===== src/rtl/pps_pkg.sv =====
// Shared types and constants of the preemptive priority scheduler.
`timescale 1ns / 1ps
`default_nettype none

package pps_pkg;

    localparam int MAX_JOBS = 16;
    localparam int IDX_W    = $clog2(MAX_JOBS);
    localparam int CNT_W    = $clog2(MAX_JOBS + 1);
    localparam int PRI_W    = 8;
    localparam int TIME_W   = 16;
    localparam int RAN_W    = 4;

    localparam logic [TIME_W-1:0] TIME_MAX = {TIME_W{1'b1}};

    localparam logic FUNC_LOAD = 1'b0;
    localparam logic FUNC_TICK = 1'b1;

    localparam logic STATUS_OK   = 1'b0;
    localparam logic STATUS_FULL = 1'b1;

    typedef logic [IDX_W-1:0] t_idx;
    typedef logic [CNT_W-1:0] t_cnt;
    typedef logic [TIME_W-1:0] t_time;
    typedef logic [PRI_W-1:0] t_pri;

    // One job table entry as held in the RAM.
    typedef struct packed {
        t_pri  priority_level;
        t_time arrival;
        t_time burst;
        t_time remaining;
        t_time first_start;
    } t_job_rec;

    localparam int REC_W = $bits(t_job_rec);

    typedef enum logic [2:0] {
        ST_IDLE,
        ST_LOAD,
        ST_SCAN,
        ST_FETCH,
        ST_UPDATE
    } t_state;

    typedef struct packed {
        logic accept;
        logic load;
        logic scan;
        logic fetch;
        logic update;
    } t_ctl_cmd;

    typedef struct packed {
        logic in_func;
        logic scan_done;
        logic slot_free;
    } t_ctl_sts;

endpackage

`default_nettype wire


===== src/rtl/pps_stream_if.sv =====
// Job input and result output channel interfaces.
`timescale 1ns / 1ps
`default_nettype none

interface pps_job_if;
    logic                        valid;
    logic                        ready;
    logic                        func;
    logic [pps_pkg::PRI_W-1:0]   priority_level;
    logic [pps_pkg::TIME_W-1:0]  arrival_time;
    logic [pps_pkg::TIME_W-1:0]  burst_length;

    modport source (output valid, func, priority_level, arrival_time, burst_length,
                    input ready);
    modport sink (input valid, func, priority_level, arrival_time, burst_length,
                  output ready);
endinterface

interface pps_res_if;
    logic                        valid;
    logic                        ready;
    logic                        status;
    logic                        ran_valid;
    logic [pps_pkg::RAN_W-1:0]   ran_index;
    logic                        switched;
    logic                        finished;
    logic [pps_pkg::TIME_W-1:0]  waiting_time;
    logic [pps_pkg::TIME_W-1:0]  turnaround_time;
    logic [pps_pkg::TIME_W-1:0]  response_time;
    logic [pps_pkg::TIME_W-1:0]  time_now;

    modport source (output valid, status, ran_valid, ran_index, switched, finished,
                    waiting_time, turnaround_time, response_time, time_now,
                    input ready);
    modport sink (input valid, status, ran_valid, ran_index, switched, finished,
                  waiting_time, turnaround_time, response_time, time_now,
                  output ready);
endinterface

`default_nettype wire


===== src/rtl/pps_ram.sv =====
// Generic single write port, single read port RAM with registered read.
`timescale 1ns / 1ps
`default_nettype none

module pps_ram #(
    parameter int WIDTH = 8,
    parameter int DEPTH = 16
) (
    input  wire logic                     i_clk,
    input  wire logic                     i_we,
    input  wire logic [$clog2(DEPTH)-1:0] i_waddr,
    input  wire logic [WIDTH-1:0]         i_wdata,
    input  wire logic                     i_re,
    input  wire logic [$clog2(DEPTH)-1:0] i_raddr,
    output      logic [WIDTH-1:0]         o_rdata
);

    logic [WIDTH-1:0] r_mem [DEPTH];

    always_ff @(posedge i_clk) begin
        if (i_we) begin
            r_mem[i_waddr] <= i_wdata;
        end
        if (i_re) begin
            o_rdata <= r_mem[i_raddr];
        end
    end

endmodule

`default_nettype wire


===== src/rtl/pps_ctrl.sv =====
// Sequencing state machine of the scheduler: load, scan, fetch and update steps.
`timescale 1ns / 1ps
`default_nettype none

module pps_ctrl (
    input  wire logic              i_clk,
    input  wire logic              i_rst_n,
    input  wire logic              i_in_valid,
    output      logic              o_in_ready,
    input  wire pps_pkg::t_ctl_sts i_sts,
    output      pps_pkg::t_ctl_cmd o_cmd
);

    pps_pkg::t_state r_state, n_state;

    always_ff @(posedge i_clk) begin
        if (!i_rst_n) begin
            r_state <= pps_pkg::ST_IDLE;
        end else begin
            r_state <= n_state;
        end
    end

    always_comb begin
        n_state = r_state;
        unique case (r_state)
            pps_pkg::ST_IDLE: begin
                if (i_in_valid) begin
                    n_state = (i_sts.in_func == pps_pkg::FUNC_TICK) ? pps_pkg::ST_SCAN
                                                                     : pps_pkg::ST_LOAD;
                end
            end
            pps_pkg::ST_LOAD: begin
                if (i_sts.slot_free) n_state = pps_pkg::ST_IDLE;
            end
            pps_pkg::ST_SCAN: begin
                if (i_sts.scan_done) n_state = pps_pkg::ST_FETCH;
            end
            pps_pkg::ST_FETCH: begin
                n_state = pps_pkg::ST_UPDATE;
            end
            pps_pkg::ST_UPDATE: begin
                if (i_sts.slot_free) n_state = pps_pkg::ST_IDLE;
            end
            default: n_state = pps_pkg::ST_IDLE;
        endcase
    end

    always_comb begin
        o_in_ready = 1'b0;
        o_cmd      = '0;
        unique case (r_state)
            pps_pkg::ST_IDLE: begin
                o_in_ready = 1'b1;
                o_cmd.accept = i_in_valid;
            end
            pps_pkg::ST_LOAD:   o_cmd.load   = i_sts.slot_free;
            pps_pkg::ST_SCAN:   o_cmd.scan   = 1'b1;
            pps_pkg::ST_FETCH:  o_cmd.fetch  = 1'b1;
            pps_pkg::ST_UPDATE: o_cmd.update = i_sts.slot_free;
            default: o_cmd = '0;
        endcase
    end

endmodule

`default_nettype wire


===== src/rtl/pps_datapath.sv =====
// Scheduler datapath: job table RAM, scan compare, time keeping, result register.
`timescale 1ns / 1ps
`default_nettype none

module pps_datapath (
    input  wire logic              i_clk,
    input  wire logic              i_rst_n,
    input  wire logic              i_in_func,
    input  wire pps_pkg::t_pri     i_in_priority_level,
    input  wire pps_pkg::t_time    i_in_arrival_time,
    input  wire pps_pkg::t_time    i_in_burst_length,
    input  wire pps_pkg::t_ctl_cmd i_cmd,
    output      pps_pkg::t_ctl_sts o_sts,
    pps_res_if.source              o_res
);

    // Control state
    pps_pkg::t_cnt                  r_count;
    pps_pkg::t_time                 r_time;
    logic                           r_run_valid;
    pps_pkg::t_idx                  r_run_idx;
    logic [pps_pkg::MAX_JOBS-1:0]   r_done;
    logic [pps_pkg::MAX_JOBS-1:0]   r_started;
    pps_pkg::t_cnt                  r_scan_idx;
    logic                           r_cmp_vld;
    pps_pkg::t_cnt                  r_cmp_idx;
    logic                           r_found;
    logic                           r_run_elig;
    logic                           r_out_valid;

    // Payload registers
    pps_pkg::t_pri                  r_in_pri;
    pps_pkg::t_time                 r_in_arr;
    pps_pkg::t_time                 r_in_burst;
    pps_pkg::t_idx                  r_best_idx;
    pps_pkg::t_pri                  r_best_pri;
    pps_pkg::t_pri                  r_run_pri;
    pps_pkg::t_idx                  r_sel;
    logic                           r_status;
    logic                           r_ran_valid;
    logic [pps_pkg::RAN_W-1:0]      r_ran_index;
    logic                           r_switched;
    logic                           r_finished;
    pps_pkg::t_time                 r_wait;
    pps_pkg::t_time                 r_turn;
    pps_pkg::t_time                 r_resp;
    pps_pkg::t_time                 r_time_now;

    logic                           ram_we;
    pps_pkg::t_idx                  ram_waddr;
    pps_pkg::t_job_rec              ram_wdata;
    logic                           ram_re;
    pps_pkg::t_idx                  ram_raddr;
    pps_pkg::t_job_rec              ram_rdata;

    logic                           table_full;
    logic                           scan_more;
    pps_pkg::t_idx                  cmp_idx;
    pps_pkg::t_idx                  load_idx;
    logic                           cmp_elig;
    logic                           use_run;
    pps_pkg::t_idx                  sel;
    logic                           slot_free;
    pps_pkg::t_time                 time_next;
    pps_pkg::t_time                 rem_next;
    pps_pkg::t_time                 first_start;
    pps_pkg::t_time                 turn;
    pps_pkg::t_time                 resp;
    pps_pkg::t_time                 wait_t;
    logic                           fin;

    pps_ram #(
        .WIDTH (pps_pkg::REC_W),
        .DEPTH (pps_pkg::MAX_JOBS)
    ) u_table (
        .i_clk   (i_clk),
        .i_we    (ram_we),
        .i_waddr (ram_waddr),
        .i_wdata (ram_wdata),
        .i_re    (ram_re),
        .i_raddr (ram_raddr),
        .o_rdata (ram_rdata)
    );

    assign table_full = (r_count >= pps_pkg::CNT_W'(pps_pkg::MAX_JOBS));
    assign scan_more  = (r_scan_idx < r_count);
    assign cmp_idx    = r_cmp_idx[pps_pkg::IDX_W-1:0];
    assign load_idx   = r_count[pps_pkg::IDX_W-1:0];
    assign cmp_elig   = !r_done[cmp_idx] && (ram_rdata.arrival <= r_time);

    // On a priority tie the job that ran last tick keeps the slot.
    assign use_run = r_found && r_run_valid && r_run_elig && (r_run_pri == r_best_pri);
    assign sel     = use_run ? r_run_idx : r_best_idx;

    assign slot_free = !r_out_valid || o_res.ready;

    assign time_next   = (r_time == pps_pkg::TIME_MAX) ? r_time : r_time + 1'b1;
    assign rem_next    = ram_rdata.remaining - 1'b1;
    assign fin         = (rem_next == '0);
    assign first_start = r_started[r_sel] ? ram_rdata.first_start : r_time;
    assign turn        = time_next - ram_rdata.arrival;
    assign resp        = first_start - ram_rdata.arrival;
    assign wait_t      = (turn >= ram_rdata.burst) ? turn - ram_rdata.burst : '0;

    always_comb begin
        ram_we    = 1'b0;
        ram_waddr = load_idx;
        ram_wdata = ram_rdata;
        if (i_cmd.load) begin
            ram_we                   = !table_full;
            ram_wdata.priority_level = r_in_pri;
            ram_wdata.arrival        = r_in_arr;
            ram_wdata.burst          = r_in_burst;
            ram_wdata.remaining      = r_in_burst;
            ram_wdata.first_start    = '0;
        end else if (i_cmd.update) begin
            ram_we                = r_found;
            ram_waddr             = r_sel;
            ram_wdata.remaining   = rem_next;
            ram_wdata.first_start = first_start;
        end
    end

    always_comb begin
        ram_re    = 1'b0;
        ram_raddr = r_scan_idx[pps_pkg::IDX_W-1:0];
        if (i_cmd.scan) begin
            ram_re = scan_more;
        end else if (i_cmd.fetch) begin
            ram_re    = r_found;
            ram_raddr = sel;
        end
    end

    always_ff @(posedge i_clk) begin
        if (!i_rst_n) begin
            r_count     <= '0;
            r_time      <= '0;
            r_run_valid <= 1'b0;
            r_run_idx   <= '0;
            r_done      <= '0;
            r_started   <= '0;
            r_scan_idx  <= '0;
            r_cmp_vld   <= 1'b0;
            r_cmp_idx   <= '0;
            r_found     <= 1'b0;
            r_run_elig  <= 1'b0;
            r_out_valid <= 1'b0;
        end else begin
            if (i_cmd.accept) begin
                r_scan_idx <= '0;
                r_cmp_vld  <= 1'b0;
                r_found    <= 1'b0;
                r_run_elig <= 1'b0;
            end
            if (i_cmd.scan) begin
                r_cmp_vld <= scan_more;
                r_cmp_idx <= r_scan_idx;
                if (scan_more) r_scan_idx <= r_scan_idx + 1'b1;
                if (r_cmp_vld) begin
                    if (cmp_elig) r_found <= 1'b1;
                    if (cmp_idx == r_run_idx) r_run_elig <= cmp_elig;
                end
            end
            if (i_cmd.load && !table_full) begin
                r_count            <= r_count + 1'b1;
                r_done[load_idx]    <= (r_in_burst == '0);
                r_started[load_idx] <= 1'b0;
            end
            if (i_cmd.update) begin
                r_time      <= time_next;
                r_run_valid <= r_found;
                if (r_found) begin
                    r_run_idx        <= r_sel;
                    r_started[r_sel] <= 1'b1;
                    r_done[r_sel]    <= fin;
                end
            end
            if (i_cmd.load || i_cmd.update) begin
                r_out_valid <= 1'b1;
            end else if (o_res.ready) begin
                r_out_valid <= 1'b0;
            end
        end
    end

    always_ff @(posedge i_clk) begin
        if (i_cmd.accept) begin
            r_in_pri   <= i_in_priority_level;
            r_in_arr   <= i_in_arrival_time;
            r_in_burst <= i_in_burst_length;
        end
        if (i_cmd.scan && r_cmp_vld) begin
            if (cmp_elig && (!r_found || ram_rdata.priority_level < r_best_pri)) begin
                r_best_idx <= cmp_idx;
                r_best_pri <= ram_rdata.priority_level;
            end
            if (cmp_idx == r_run_idx) r_run_pri <= ram_rdata.priority_level;
        end
        if (i_cmd.fetch) begin
            r_sel <= sel;
        end
        if (i_cmd.load) begin
            r_status    <= table_full ? pps_pkg::STATUS_FULL : pps_pkg::STATUS_OK;
            r_ran_valid <= 1'b0;
            r_ran_index <= '0;
            r_switched  <= 1'b0;
            r_finished  <= 1'b0;
            r_wait      <= '0;
            r_turn      <= '0;
            r_resp      <= '0;
            r_time_now  <= r_time;
        end else if (i_cmd.update) begin
            r_status    <= pps_pkg::STATUS_OK;
            r_ran_valid <= r_found;
            r_ran_index <= r_found ? pps_pkg::RAN_W'(r_sel) : '0;
            r_switched  <= r_found && (!r_run_valid || (r_run_idx != r_sel));
            r_finished  <= r_found && fin;
            r_wait      <= (r_found && fin) ? wait_t : '0;
            r_turn      <= (r_found && fin) ? turn : '0;
            r_resp      <= (r_found && fin) ? resp : '0;
            r_time_now  <= time_next;
        end
    end

    assign o_sts.in_func   = i_in_func;
    assign o_sts.scan_done = !scan_more && !r_cmp_vld;
    assign o_sts.slot_free = slot_free;

    assign o_res.valid           = r_out_valid;
    assign o_res.status          = r_status;
    assign o_res.ran_valid       = r_ran_valid;
    assign o_res.ran_index       = r_ran_index;
    assign o_res.switched        = r_switched;
    assign o_res.finished        = r_finished;
    assign o_res.waiting_time    = r_wait;
    assign o_res.turnaround_time = r_turn;
    assign o_res.response_time   = r_resp;
    assign o_res.time_now        = r_time_now;

endmodule

`default_nettype wire


===== src/rtl/preemptive_priority_scheduler.sv =====
// Top level of the preemptive priority scheduler.
//
// Each input transfer either loads one job into a 16-entry table (func 0) or
// advances time by one tick (func 1), and gives exactly one result transfer.
// A load writes its entry and the result register once the output register is
// free. A tick scans the table through the single read port of the job RAM, one
// entry a cycle, then reads the chosen entry back and updates it, again once the
// output register is free. Only one item is in work at a time, but the next one
// is accepted while the previous result still waits in the output register.
// Smaller priority numbers win; on a tie the job that ran last tick keeps
// running, otherwise the lowest index.
`timescale 1ns / 1ps
`default_nettype none

module preemptive_priority_scheduler (
    input  wire logic  i_clk,
    input  wire logic  i_rst_n,
    pps_job_if.sink    i_job,
    pps_res_if.source  o_res
);

    pps_pkg::t_ctl_cmd cmd;
    pps_pkg::t_ctl_sts sts;
    logic              in_ready;

    assign i_job.ready = in_ready;

    pps_ctrl u_ctrl (
        .i_clk      (i_clk),
        .i_rst_n    (i_rst_n),
        .i_in_valid (i_job.valid),
        .o_in_ready (in_ready),
        .i_sts      (sts),
        .o_cmd      (cmd)
    );

    pps_datapath u_datapath (
        .i_clk               (i_clk),
        .i_rst_n             (i_rst_n),
        .i_in_func           (i_job.func),
        .i_in_priority_level (i_job.priority_level),
        .i_in_arrival_time   (i_job.arrival_time),
        .i_in_burst_length   (i_job.burst_length),
        .i_cmd               (cmd),
        .o_sts               (sts),
        .o_res               (o_res)
    );

endmodule

`default_nettype wire

===== src/flat_wrapper.sv =====
// flat-port wrapper written by rule: the top's interface ports become plain ports
module preemptive_priority_scheduler_flat 
  (i_clk, i_rst_n, i_job_valid, i_job_func, i_job_priority_level, i_job_arrival_time, i_job_burst_length, i_job_ready, o_res_valid, o_res_status, o_res_ran_valid, o_res_ran_index, o_res_switched, o_res_finished, o_res_waiting_time, o_res_turnaround_time, o_res_response_time, o_res_time_now, o_res_ready);
  pps_job_if i_job_i ();
  pps_res_if o_res_i ();
  input  wire logic i_clk;
  input  wire logic i_rst_n;
  input wire logic [$bits(i_job_i.valid)-1:0] i_job_valid;
  input wire logic [$bits(i_job_i.func)-1:0] i_job_func;
  input wire logic [$bits(i_job_i.priority_level)-1:0] i_job_priority_level;
  input wire logic [$bits(i_job_i.arrival_time)-1:0] i_job_arrival_time;
  input wire logic [$bits(i_job_i.burst_length)-1:0] i_job_burst_length;
  output wire logic [$bits(i_job_i.ready)-1:0] i_job_ready;
  output wire logic [$bits(o_res_i.valid)-1:0] o_res_valid;
  output wire logic [$bits(o_res_i.status)-1:0] o_res_status;
  output wire logic [$bits(o_res_i.ran_valid)-1:0] o_res_ran_valid;
  output wire logic [$bits(o_res_i.ran_index)-1:0] o_res_ran_index;
  output wire logic [$bits(o_res_i.switched)-1:0] o_res_switched;
  output wire logic [$bits(o_res_i.finished)-1:0] o_res_finished;
  output wire logic [$bits(o_res_i.waiting_time)-1:0] o_res_waiting_time;
  output wire logic [$bits(o_res_i.turnaround_time)-1:0] o_res_turnaround_time;
  output wire logic [$bits(o_res_i.response_time)-1:0] o_res_response_time;
  output wire logic [$bits(o_res_i.time_now)-1:0] o_res_time_now;
  input wire logic [$bits(o_res_i.ready)-1:0] o_res_ready;
  assign i_job_i.valid = i_job_valid;
  assign i_job_i.func = i_job_func;
  assign i_job_i.priority_level = i_job_priority_level;
  assign i_job_i.arrival_time = i_job_arrival_time;
  assign i_job_i.burst_length = i_job_burst_length;
  assign i_job_ready = i_job_i.ready;
  assign o_res_valid = o_res_i.valid;
  assign o_res_status = o_res_i.status;
  assign o_res_ran_valid = o_res_i.ran_valid;
  assign o_res_ran_index = o_res_i.ran_index;
  assign o_res_switched = o_res_i.switched;
  assign o_res_finished = o_res_i.finished;
  assign o_res_waiting_time = o_res_i.waiting_time;
  assign o_res_turnaround_time = o_res_i.turnaround_time;
  assign o_res_response_time = o_res_i.response_time;
  assign o_res_time_now = o_res_i.time_now;
  assign o_res_i.ready = o_res_ready;
  preemptive_priority_scheduler u_core (.i_clk(i_clk), .i_rst_n(i_rst_n), .i_job(i_job_i), .o_res(o_res_i));
endmodule

===== config.mk =====
export PLATFORM = sky130hd
export DESIGN_NAME = preemptive_priority_scheduler_flat
export DESIGN_NICKNAME = d
export VERILOG_FILES = /design/src/rtl/pps_pkg.sv /design/src/rtl/pps_stream_if.sv /design/src/rtl/pps_ram.sv /design/src/rtl/pps_ctrl.sv /design/src/rtl/pps_datapath.sv /design/src/rtl/preemptive_priority_scheduler.sv /design/src/flat_wrapper.sv
export SDC_FILE = /design/constraint.sdc
export NUM_CORES = 2
export LEC_CHECK = 0
export ABC_AREA = 0
export BUFFER_PORTS_ARGS = -buffer_cell sky130_fd_sc_hd__buf_2
export CORE_MARGIN = 2
export CORE_UTILIZATION = 50
export CTS_BUF_LIST = sky130_fd_sc_hd__clkbuf_4 sky130_fd_sc_hd__clkbuf_8 sky130_fd_sc_hd__clkbuf_16
export CTS_CLUSTER_DIAMETER = 200
export CTS_CLUSTER_SIZE = 28
export DETAILED_ROUTE_END_ITERATION = 12
export MAX_ROUTING_LAYER = met4
export PLACE_DENSITY = 0.73
export SLEW_MARGIN = 0
export SYNTH_ARGS = -nofsm -noshare
export SYNTH_HDL_FRONTEND = slang
export SYNTH_HIERARCHICAL = 1
export SYNTH_SLANG_ARGS = --single-unit

===== constraint.sdc =====
create_clock -name i_clk -period 25.2 [get_ports i_clk]
set_input_delay 2.52 -clock i_clk [delete_from_list [all_inputs] [get_ports i_clk]]
set_output_delay 2.52 -clock i_clk [all_outputs]
set_load 0.02 [all_outputs]

==> summary.txt <==
Global routing
  – Largest net degree at the start of global routing: 106
  – GR Overflow Total: 0
  – Antenna violations before repair: 8
  – GRT Total Usage: 23.3%
  – Vias in the first global route: 29,000
  – First-pass GRT wire length: 197,000 um

Synthesis
  – Synth Net Count: 3,371
  – Post-Synth Adder-Cell Area: 1.85%
  – Mux contribution to synthesized area: 12.7%
  – Synth Area in XOR/XNOR: 1.56%
  – Synth Area in Compound Gates: 5.32%
  – Simple-Gate Fraction of Synth Area: 4.55%
  – Area share of the largest cell type after synthesis: 67.7%
  – Largest cells by area after synthesis: edfxtp_1 (68%), mux4_2 (12%), dfxtp_1 (4.5%), a22oi_1 (1.9%), ha_1 (1.8%)
  – Cell taking the most area after synthesis: edfxtp_1
  – Main combinational cell family by area after synthesis: multiplexers
  – Warnings, synthesis: 6
  – Synth cell types: 74
  – Syn_area_per_cell: 17.9 um^2
  – Cell with the most instances after synthesis: edfxtp_1
  – Post-synthesis cell count: 3,242
  – EDFF count, synth: 1,305
  – Netlist Area Pre-Place: 0.0579 mm^2
  – Register bit total from synthesis: 1,434
  – Top cells by instance count after synthesis: edfxtp_1 (1,305), mux4_2 (297), nand2_1 (229), a22oi_1 (145), nor2_1 (130)
  – Seq/Total Area, Yosys: 72.1%
  – Post-synth top flop: edfxtp_1
  – Synth async-reset ratio: 0%

CTS
  – H-tree depth: 2
  – Num CTS Buffers: 57
  – Post-CTS resize count: 0
  – CTS Hold Bufs: 0
  – Post-CTS setup buffer count: 0
  – CTS Root Cell: clkbuf_16
  – Clk_lat worst skew: 700 ps
  – Reg clk slew, reported paths: 100 ps
  – TritonCTS clock tree: yes
  – Clock Tree Buf Depth: 3
  – Clock sink count: 1,434

Floorplan
  – Ports: 119
  – Row cnt: 124
  – Die area: 0.119 mm^2
  – Chip Width: 344 um
  – Core Region: 0.115 mm^2
  – Die Y: 344 um
  – Initial Util: 50.5%

Placed design
  – Cell total after placement: 4,794
  – I/O Buffers: 118
  – RD Place Congestion: 0.877
  – Hpwl dp: 83,600 um

Cells and area
  – Area Overhead vs Synth: 7.24%
  – FF/Latch Area: 0.0418 mm^2
  – Final nets: 3,471
  – Layout cells sized above 1: 19.3%
  – Area of the multi-input gates: 0.0152 mm^2
  – Non-filler cells, final: 4,886
  – Fillers: 8,644

Timing
  – Final TNS setup: 0 ps
  – Fmax: 0.154 GHz
  – Slew margin rel.: 9.47%
  – RSZ-0062 raised after global routing: false
  – Final setup violation count: 0
  – Worst Tran Pin Value: 1350 ps
  – Worst clock skew: 27.1 ps
  – Fin crit period: 6500 ps
  – Final slew viol count: 0
  – Final period util: 25.8%
  – Hold Fails Final Rpt: 0

Run
  – Max Cap Viol: 0

Worst setup path
  – Reg2Reg Depth: 20
  – CP max FO: 31
  – Top Family by Delay on Critical Path: simple AND/OR/NAND/NOR gates
  – Worst reg2reg setup slack: 18,910 ps
  – Critical Path Source Type: input pin
  – Reg2reg end: u_core/u_datapath/o_res.waiting_time[2]
  – Setup crit end kind: flip-flop
  – WP data required: 25,520 ps
  – Crit path DAT: 6820 ps
  – Slowest Stage Delay on Critical Path: 710 ps
  – Crit path from: o_res_ready
  – Crit path to: u_core/u_datapath/u_table/r_mem[14][1]
  – Worst path depth: 10
  – Critical path buffers and inverters: 4
  – Worst r2r src: u_core/u_datapath/r_time[4]
  – Slowest cell on the critical path: and4bb_2
  – Crit-path cells: buf_2, nand2b_1, and4bb_2, buf_4, nand2b_1, mux2_2, nand2b_1, nor2_4, buf_4, buf_4
  – Crit path kind: in2reg

Worst hold path
  – Hold Crit Class: reg2reg

Power
  – Leakage: 19.6 nW
  – Pint: 3.14 mW
  – Clock power frac: 28.7%
  – Seq pwr share: 66.8%
  – Sw Share: 20.5%
  – Max rail drop VDD: 0.0000539 V
  – P_sw: 0.806 mW
  – PwrDens: 63.5 mW/mm^2
  – Comb pwr share: 4.4%

Run status
  – Status: finished clean

Routing
  – 1st-pass router iterations: 5
  – Post-DRT Antenna Nets: 0
  – DRC Markers: 0
  – DR WL/cell: 27.4 um
  – Drt total wl: 134,000 um
  – Drt via density: 6.21
  – DRT iter0 DRCs: 4,385
  – Via Count: 30,400
[sequential cells by signal, summed over array words and instances (netlist names), 3 cells and up]
| register | count |
|---|---|
| u_core/u_datapath/r_in_burst | 16 |
| u_core/u_datapath/r_in_pri | 8 |
| u_core/u_datapath/r_started | 16 |
| u_core/u_datapath/u_table/o_rdata | 72 |
| u_core/u_datapath/o_res.turnaround_time | 16 |
| u_core/u_ctrl/r_state | 3 |
| u_core/u_datapath/u_table/r_mem | 1152 |
| u_core/u_datapath/r_in_arr | 16 |
| u_core/u_datapath/r_best_idx | 4 |
| u_core/u_datapath/o_res.response_time | 16 |
| u_core/u_datapath/r_scan_idx | 5 |
| u_core/u_datapath/r_done | 16 |
| u_core/u_datapath/r_count | 5 |
| u_core/u_datapath/r_run_pri | 8 |
| u_core/u_datapath/r_best_pri | 8 |
| u_core/u_datapath/r_run_idx | 4 |
| u_core/u_datapath/o_res.time_now | 16 |
| u_core/u_datapath/r_sel | 4 |
| u_core/u_datapath/o_res.waiting_time | 16 |
| u_core/u_datapath/o_res.ran_index | 4 |
| u_core/u_datapath/r_cmp_idx | 4 |
| u_core/u_datapath/r_time | 16 |
[through the flow]
| stage | utilization, % | setup slack (ps) | area (um^2) | hold slack, ps | power (mW) |
|---|---|---|---|---|---|
| 3_3_place_gp | 52.7 | 18020 | 60400 | 431 | 2.86 |
| 4_1_cts | 54.1 | 18620 | 62100 | 450 | 3.96 |
| 2_1_floorplan | - | 15410 | 57900 | 406 | 2.80 |
| 3_5_place_dp | 52.7 | 17870 | 60400 | 434 | 2.86 |
| 5_1_grt | 54.2 | 18500 | 62100 | 478 | 4.06 |
| 6_report | 54.2 | 18700 | 62100 | 448 | 3.94 |
[per-layer routing]
metal | GRT usage, % | wire length, um | vias up
li1 | - | - | 13000
met1 | 34.3 | 56500 | 15600
met2 | 34.0 | 60800 | 1569
met3 | 4.76 | 13800 | 149
met4 | 4.87 | 2770 | 0
met5 | - | 0 | -
[power groups by stage]
stage	combinational, mW	clock (mW)	sequential, mW
2_1_floorplan	0.110	0	2.69
3_3_place_gp	0.170	0	2.69
3_5_place_dp	0.174	0	2.69
4_1_cts	0.175	1.15	2.63
5_1_grt	0.190	1.23	2.64
6_report	0.175	1.13	2.63
[cells in the final DEF (no fill, tap or decap), types with 8 or more instances in the layout]
| master | count |
|---|---|
| nor4_1 | 15 |
| a211oi_1 | 13 |
| edfxtp_1 | 1305 |
| buf_2 | 118 |
| buf_4 | 80 |
| clkbuf_4 | 22 |
| o21ai_1 | 15 |
| nor3_1 | 23 |
| o21ai_0 | 110 |
| nand2b_1 | 17 |
| dfxtp_1 | 129 |
| ha_1 | 81 |
| xnor2_1 | 74 |
| nand4_1 | 14 |
| o21a_1 | 11 |
| nand2_1 | 229 |
| nand3_1 | 44 |
| a22o_1 | 30 |
| a21oi_1 | 67 |
| nor2b_1 | 18 |
| a22oi_1 | 145 |
| or3_1 | 8 |
| clkbuf_16 | 58 |
| nor2_4 | 14 |
| mux2i_1 | 30 |
| xor2_1 | 29 |
| mux2_2 | 28 |
| diode_2 | 8 |
| nor2_1 | 116 |
| mux4_2 | 297 |
| and3_1 | 15 |
| and2_1 | 20 |
| a21o_1 | 23 |
| inv_1 | 74 |
[cells by family (layout without fill, tap and decap cells)]
group                      count (synthesis)  after routing
DFF                                     1434           1434
and+or+nand+nor                          569            569
AOI/OAI and AO/OA                        460            460
muxes                                    357            357
buffers and inverters                    235            359
xor gates and xnor gates                 103            103
adders and majority gates                 84             84
other                                      0              8
[worst min-delay path by stage]
| stage | startpoint | slack (ps) | endpoint | cells after the start |
|---|---|---|---|---|
| finish | u_core/u_datapath/o_res.finished | 450 | u_core/u_datapath/o_res.finished | 2 |
| CTS | u_core/u_datapath/o_res.finished | 450 | u_core/u_datapath/o_res.finished | 2 |
| global route | u_core/u_datapath/o_res.finished | 480 | u_core/u_datapath/o_res.finished | 2 |
| floorplan | u_core/u_datapath/r_cmp_idx[0] | 410 | u_core/u_datapath/r_best_idx[0] | 0 |
| detailed placement | u_core/u_datapath/o_res.finished | 430 | u_core/u_datapath/o_res.finished | 2 |
| global placement | u_core/u_datapath/o_res.turnaround_time[0] | 430 | u_core/u_datapath/o_res.turnaround_time[0] | 2 |
[cell type report]
cell class                 instances  share of cell area (%)
inverter                          76                   0.459
tap                             1512                    3.05
clock buffer                      80                    2.60
clock inverter                     3                   0.111
antenna                            8                  0.0322
multi-input combinational       1573                    24.5
sequential                      1434                    67.3
timing repair buffer             200                    1.96
[worst reg2reg max path: cells and delay by family, from the launching register on]
kind                     cells  cell delay [ps]
adder cells (fa/ha/maj)      2              690
AND/OR/NAND/NOR              5             1510
AO/OA/AOI/OAI               12             3280
XOR/XNOR                     1              260
flip-flops                   1              450
No activity file was read; power rests on OpenSTA's default activity.
